[config.mk]
export PLATFORM = sky130hd
export DESIGN_NAME = lir_arith
export DESIGN_NICKNAME = d
export VERILOG_FILES = /design/src/rtl/core/linear_interpolation_resampler_defines.svh /design/src/rtl/core/lir_pkg.sv /design/src/rtl/core/lir_arith.sv
export SDC_FILE = /design/constraint.sdc
export NUM_CORES = 1
export LEC_CHECK = 0
export BUFFER_PORTS_ARGS = -buffer_cell sky130_fd_sc_hd__buf_2
export CORE_MARGIN = 1.5
export CORE_UTILIZATION = 55
export CTS_BUF_LIST = sky130_fd_sc_hd__clkbuf_4 sky130_fd_sc_hd__clkbuf_8
export DETAILED_ROUTE_END_ITERATION = 10
export PLACE_DENSITY_LB_ADDON = 0.15
export SLEW_MARGIN = 40
export SYNTH_ARGS = -nofsm -noshare
export SYNTH_HDL_FRONTEND = slang
export SYNTH_SLANG_ARGS = --single-unit
export TNS_END_PERCENT = 20
[constraint.sdc]
create_clock -name clk -period 4.2 [get_ports clk]
set_input_delay 0.84 -clock clk [delete_from_list [all_inputs] [get_ports clk]]
set_output_delay 0.84 -clock clk [all_outputs]
set_load 0.1 [all_outputs]
[src/rtl/core/linear_interpolation_resampler_defines.svh]
// Assertion macros shared by the resampler RTL.
// Included by the modules that carry concurrent assertions; no other dependencies.
`ifndef LINEAR_INTERPOLATION_RESAMPLER_DEFINES_SVH
`define LINEAR_INTERPOLATION_RESAMPLER_DEFINES_SVH
`ifndef SYNTHESIS
`define LIR_ASSERT_NOW(label, clk_s, rst_s, ante, cons) \
  label: assert property (@(posedge clk_s) disable iff (rst_s) (ante) |-> (cons)) \
    else $error("assertion failed");
`define LIR_ASSERT_NEXT(label, clk_s, rst_s, ante, cons) \
  label: assert property (@(posedge clk_s) disable iff (rst_s) (ante) |=> (cons)) \
    else $error("assertion failed");
`else
`define LIR_ASSERT_NOW(label, clk_s, rst_s, ante, cons)
`define LIR_ASSERT_NEXT(label, clk_s, rst_s, ante, cons)
`endif
`endif

[src/rtl/core/lir_pkg.sv]
// Package of the linear interpolation resampler: widths, operation and status codes,
// state types and the request/response structs of the multiply-divide unit. No dependencies.
package lir_pkg;

  localparam int TIME_W = 32;
  localparam int VAL_W  = 32;
  localparam int MAG_W  = 32;
  localparam int PROD_W = 64;
  localparam int QUOT_W = 41;
  localparam int SUM_W  = 43;
  localparam int CNT_W  = 6;

  localparam logic [CNT_W-1:0] MUL_LAST = CNT_W'(MAG_W - 1);
  localparam logic [CNT_W-1:0] DIV_LAST = CNT_W'(PROD_W - 1);
  localparam logic [QUOT_W-1:0] QUOT_CAP = QUOT_W'(1) << (QUOT_W - 1);

  localparam logic [1:0] OP_CLEAR = 2'd0;
  localparam logic [1:0] OP_LOAD  = 2'd1;
  localparam logic [1:0] OP_QUERY = 2'd2;

  localparam logic [1:0] STAT_OK       = 2'd0;
  localparam logic [1:0] STAT_EXTRAP   = 2'd1;
  localparam logic [1:0] STAT_TOO_FEW  = 2'd2;
  localparam logic [1:0] STAT_ZERO_INT = 2'd3;

  typedef enum logic [2:0] {
    ST_IDLE,
    ST_SCAN,
    ST_RD_LO,
    ST_RD_HI,
    ST_SETUP,
    ST_CALC,
    ST_ARITH,
    ST_DONE
  } st_state_t;

  typedef enum logic [1:0] {
    AR_IDLE,
    AR_MUL,
    AR_DIV,
    AR_DONE
  } ar_state_t;

  typedef struct packed {
    logic              start;
    logic [MAG_W-1:0]  mag_y;
    logic [MAG_W-1:0]  mag_x;
    logic [MAG_W-1:0]  mag_t;
  } arith_req_t;

  typedef struct packed {
    logic              done;
    logic [QUOT_W-1:0] quot;
  } arith_rsp_t;

endpackage

[src/rtl/core/lir_arith.sv]
// Bit-serial multiply-then-divide unit: forms |dy| * |dx| by shift-add, then divides by |dt|
// with a restoring divider, capping the quotient. Depends on lir_pkg.
module lir_arith (
  input  logic                clk,
  input  logic                rst,
  input  lir_pkg::arith_req_t req,
  output lir_pkg::arith_rsp_t rsp
);

  lir_pkg::ar_state_t state, state_next;
  logic [lir_pkg::CNT_W-1:0]  cnt;
  logic [lir_pkg::MAG_W-1:0]  my, mx_sh, dvsr, rem;
  logic [lir_pkg::PROD_W-1:0] prod;
  logic [lir_pkg::MAG_W:0]    r2, r2_diff;
  logic                       ge, over;

  assign r2      = {rem, prod[lir_pkg::PROD_W-1]};
  assign r2_diff = r2 - {1'b0, dvsr};
  assign ge      = r2 >= {1'b0, dvsr};
  assign over    = (|prod[lir_pkg::PROD_W-1:lir_pkg::QUOT_W]) ||
                   (prod[lir_pkg::QUOT_W-1] && (|prod[lir_pkg::QUOT_W-2:0]));

  always_comb begin
    state_next = state;
    unique case (state)
      lir_pkg::AR_IDLE: if (req.start) state_next = lir_pkg::AR_MUL;
      lir_pkg::AR_MUL:  if (cnt == lir_pkg::MUL_LAST) state_next = lir_pkg::AR_DIV;
      lir_pkg::AR_DIV:  if (cnt == lir_pkg::DIV_LAST) state_next = lir_pkg::AR_DONE;
      lir_pkg::AR_DONE: state_next = lir_pkg::AR_IDLE;
      default:          state_next = lir_pkg::AR_IDLE;
    endcase
  end

  always_comb begin
    rsp.done = (state == lir_pkg::AR_DONE);
    rsp.quot = over ? lir_pkg::QUOT_CAP : prod[lir_pkg::QUOT_W-1:0];
  end

  always_ff @(posedge clk) begin
    if (rst) begin
      state <= lir_pkg::AR_IDLE;
      cnt   <= '0;
    end else begin
      state <= state_next;
      if (state != state_next) begin
        cnt <= '0;
      end else begin
        cnt <= cnt + 1'b1;
      end
    end
  end

  always_ff @(posedge clk) begin
    unique case (state)
      lir_pkg::AR_IDLE: begin
        if (req.start) begin
          my    <= req.mag_y;
          mx_sh <= req.mag_x;
          dvsr  <= req.mag_t;
          prod  <= '0;
          rem   <= '0;
        end
      end
      lir_pkg::AR_MUL: begin
        prod  <= {prod[lir_pkg::PROD_W-2:0], 1'b0} +
                 (mx_sh[lir_pkg::MAG_W-1] ? {{(lir_pkg::PROD_W-lir_pkg::MAG_W){1'b0}}, my}
                                          : '0);
        mx_sh <= {mx_sh[lir_pkg::MAG_W-2:0], 1'b0};
      end
      lir_pkg::AR_DIV: begin
        rem  <= ge ? r2_diff[lir_pkg::MAG_W-1:0] : r2[lir_pkg::MAG_W-1:0];
        prod <= {prod[lir_pkg::PROD_W-2:0], ge};
      end
      default: begin
      end
    endcase
  end

endmodule

# After elaboration in Yosys (flattened, before gate mapping)
# Cells that the tools add are included.
# classes
n_div,0
eq_ne,7
order_cmp,1
n_reduce_logical,13
shifts,0
addsub,3
mul,0
muxes,13
bitwise_logic,0
# op_table
operator,count
$pmux W64 S3,1
$mux W32,4
$pmux W32 S2,2
$add A64 B32 Y64,1
$mux W64,1
$mux W41,1
$reduce_or A40 Y1,1
$ge A33 B32 Y1,1
$sub A32 B32 Y32,1
$reduce_or A23 Y1,1
$pmux W2 S4,1
$reduce_and A2 Y1,4
$add A6 B1 Y6 const B,1
$eq A6 B5 Y1 const B,1
$eq A6 B6 Y1 const B,1
$mux W2,3
$eq A2 B2 Y1 const B,2
$reduce_bool A2 Y1,2
$reduce_bool A3 Y1,1
$eq A2 B1 Y1 const B,1
$logic_not A2 Y1,1
$ne A2 B2 Y1,1
$ne A2 B2 Y1 const B,1
$reduce_or A2 Y1,1
2 further kinds,2
# totals
memories,0
latchBits,0
ram_bits,0
reg_bits,200
romBits,0
elab_cells,44

# Logic depth before layout (Yosys ltp)
# logic_depth
depth_word,5
depth_mapped,15

# Worst setup path after synthesis
# Ideal clock, no wire load.
# synth_path
kind,input -> register
startpoint,in req[96] (netlist name)
endpoint,reg prod[0] (netlist name) (enable)
arrival_time_ns,3.610
t_required_ns,3.780
setup_time_ns,0.420
slack_ns,0.169
n_path_buf,0
path_stages,3
cell_sequence,nand2_1 -> inv_1 -> a21o_1
# synth_via
elab_chain_len,2
# synth_rtl
element,line,source
from (decl),lir_arith.sv:6,"input lir_pkg::arith_req_t req,"
$ne A2 B2 Y1 (no line),-,
$reduce_and A2 Y1 (no line),-,
to (signal assigned),lir_arith.sv:65,"prod <= {prod[lir_pkg::PROD_W-2:0], 1'b0} +"
to (signal assigned),lir_arith.sv:72,"prod <= {prod[lir_pkg::PROD_W-2:0], ge};"
to (decl),lir_arith.sv:13,logic [lir_pkg::PROD_W-1:0] prod;
# No other way between the ends.
# A chain may end at the register's enable or synchronous reset.

==> metrics.md <==
| Metric | Value |
|---|---|
| WL/cell | `17.7 µm` |
| H-Tree Depth | `4` |
| Synth Warn # | `0` |
| Cts repair resizes | `0` |
| RSZ-0062 raised after global routing | `no` |
| Pwr dens | `365 nW/µm²` |
| Worst Hold Class | `reg2reg` |
| Antenna violation net count after detailed routing | `0` |
| Status | `finished clean` |
| Buffer and inverter count on the worst path | `2` |
| Post-Synthesis Cells | `1245` |
| Via/cell ratio | `6.06` |
| Number of global-route vias before repair | `9712` |
| Pleak | `5.86 nW` |
| Worst path depth | `6` |
| Clk pin slew, worst setup/hold paths | `0.14 ns` |
| Fillcell total | `1850` |
| Cell Chain, Critical Path | `nor4_1 -> nand4_1 -> o31ai_4 -> buf_4 -> and3_1 -> buf_2` |
| Critical path type | `reg2out` |
| Slowest cell on crit path | `edfxtp_1` |
| Detailed-route wire length | `29500 µm` |
| CTS Buf Count | `17` |
| Antenna diodes | `0` |
| Crit path to | `rsp[1]` |
| Fmax | `259 MHz` |
| Worst vdd ir | `0.000215 V` |
| Finished Layout Cells | `1662` |
| Syn avg cell area | `10.2 µm²` |
| Initial antenna violation count | `0` |
| Max-slew violations | `0` |
| Critical path origin | `prod[23]` |
| CTS tree | `done` |
| Slew margin rel. | `46.2%` |
| Clock Tree Root | `clkbuf_8` |
| Synthesized Nets | `1414` |
| Critical Path AT | `3.02 ns` |
| Cell variety after synth | `70` |
| Final Hold Vio Count | `0` |
| Remaining DRCs | `0` |
| Yosys reg bits | `200` |
| Total grt overflow | `0` |
| Max FO, Critical Path | `18` |
| Tmin final | `3.86 ns` |
| Most used DFF post-synth | `edfxtp_1` |
| Crit path max-delay family | `simple AND/OR/NAND/NOR gates` |
| Setup TNS Final | `0 ns` |
| Share of cells above drive strength 1 | `18.0%` |
| Gr usage total | `25.3%` |
| Post-DP HPWL | `20700 µm` |
| Register-to-Register Setup Slack | `0.59 ns` |
| Clk sinks | `200` |
| Setup repair bufs after CTS | `0` |
| Reg2Reg Depth | `12` |
| Layout Skew | `0.0239 ns` |
| Final #Nets | `1533` |
| Starting density of the core | `55.9%` |
| Hold Buf Count CTS | `0` |
| Row cnt | `55` |
| Setup violations, final | `0` |
| CP max stage delay | `0.49 ns` |
| Die X | `155 µm` |
| Mapped cell area | `12700 µm²` |
| Latest clock arrival within the worst-skew pair | `0.51 ns` |
| Vias | `10100` |
| Req. time, crit path | `3.36 ns` |
| GPL Wtd Cong | `0.925` |
| Die height | `155 µm` |
| Largest net degree at the start of global routing | `65` |
| Longest Clk Path Bufs | `2` |
| DR pass1 iterations | `5` |
| Die area | `24000 µm²` |
| Top-Level Pins | `141` |
| IO Port Bufs | `140` |
| Cell count after placement | `1630` |
| Crit path launch type | `register` |
| Worst-margin pin slew | `0.807 ns` |
| CP endpoint kind | `output pin` |
| Worst r2r src | `mx_sh[31]` |
| Area Overhead vs Synth | `11.7%` |
| Core Area | `22600 µm²` |
| Number of synthesized flops with an enable pin | `192` |
| Final worst path period share | `91.8%` |
| Initial DRC count | `732` |
| Global-route wire length before repair | `48300 µm` |
| RR Endpoint | `prod[60]` |
| Sequential area share after synthesis | `46.8%` |
| Max cap viols | `0` |
| Ys async rst share | `0%` |
## worst register-to-register path, delay by kind of cell, from the launching register on
family	cells	cell delay [ns]
compound gates	3	0.47
fa+ha+maj	1	0.43
buf+inv	2	0.45
flops	1	0.40
simple gates	6	1.71
## cells by family after synthesis
kind of cell	synth area share, %
adder cells (fa/ha/maj)	7.03
AO/OA/AOI/OAI	16.5
XOR/XNOR	3.87
AND/OR/NAND/NOR	17.7
flip-flops	46.8
buffers and inverters	3.80
multiplexers	4.34
## layout make-up
type / count / area [µm²] / share of cell area, %
well taps: 285 / 357 / 2.52
multi-input cells: 922 / 6290 / 44.5
inverters: 64 / 240 / 1.70
clock inverters: 15 / 241 / 1.71
flip-flops and latches: 200 / 5930 / 41.9
clock buffers: 17 / 234 / 1.65
repair buffers: 159 / 860 / 6.07
## layer usage
| layer | part of all wire, % | wire [µm] | global-route usage (%) | vias to the layer above |
|---|---|---|---|---|
| met1 | 47 | 13800 | 35.0 | 4769 |
| met3 | 5.8 | 1700 | 4.29 | 41 |
| met5 | 0 | 0 | 0 | - |
| met4 | 1.3 | 388 | 6.18 | 0 |
| met2 | 46 | 13600 | 41.5 | 327 |
| li1 | - | - | - | 4930 |
## registers in the layout, summed over array words and instances (netlist names)
signal  flops
prod       64
dvsr       32
mx_sh      32
my         32
rem        32
cnt         6
state       2
## stage by stage
stage	hold WS [ns]	area, µm²	power [W]	worst slack (ns)	utilization, %
floorplan	0.418	12700	0.00344	0.169	-
global placement	0.430	13700	0.00373	0.715	60.4
detailed placement	0.453	13700	0.00374	0.644	60.4
CTS	0.473	14100	0.00518	0.319	62.5
global route	0.472	14100	0.00541	0.240	62.5
finish	0.466	14100	0.00517	0.343	62.5
## cells in the mapped netlist (all sizes together) (4+ instances only)
cell type | n | area, µm²
o21a | 13 | 97.6
inv | 64 | 240
buf | 9 | 53.8
nor2b | 22 | 138
o21bai | 12 | 90.1
mux2 | 31 | 349
edfxtp | 192 | 5770
o211ai | 11 | 87.6
dfxtp | 8 | 160
xnor2 | 33 | 289
nor3 | 25 | 125
o21ai | 78 | 402
a21oi | 80 | 400
nor2 | 73 | 274
a41oi | 4 | 35.0
and2 | 39 | 244
nand2 | 76 | 293
nor4 | 19 | 119
or2 | 6 | 37.5
ha | 68 | 851
mux2i | 20 | 200
a31oi | 19 | 134
a21boi | 5 | 41.3
nand4 | 24 | 150
a22oi | 18 | 135
a211oi | 7 | 52.6
and3 | 62 | 388
or4 | 8 | 60.1
o31ai | 7 | 52.6
nand3 | 46 | 230
a211o | 4 | 35.0
a21o | 30 | 225
xor2 | 23 | 201
clkbuf | 50 | 188
or3 | 6 | 42.5
a32oi | 4 | 35.0
nand2b | 7 | 43.8
o311ai | 4 | 35.0
## worst min-delay path by stage
stage,from,to,slack (ns),cells past startpoint
after CTS,cnt[0],cnt[0],0.47,1
after floorplan,cnt[0],cnt[0],0.42,1
after global placement,cnt[0],cnt[0],0.43,1
final,cnt[0],cnt[0],0.47,1
after global routing,req[70],my[6],0.47,1
after detailed placement,cnt[0],cnt[0],0.45,1
## where the power goes
part	switching, W	leakage [nW]	internal [W]
logic	0.000688	3.67	0.000489
clock network	0.000933	0.236	0.000521
registers	0.000139	1.96	0.00240
## cell usage in the layout, fill, tap and decap left out, drive strengths merged, types with 39 or more instances in the layout
cell type,count
o21ai,78
nand2,76
buf,159
nor2,73
inv,78
and3,62
and2,39
a21oi,80
ha,68
nand3,46
edfxtp,192
No activity file was read; power rests on OpenSTA's default activity.
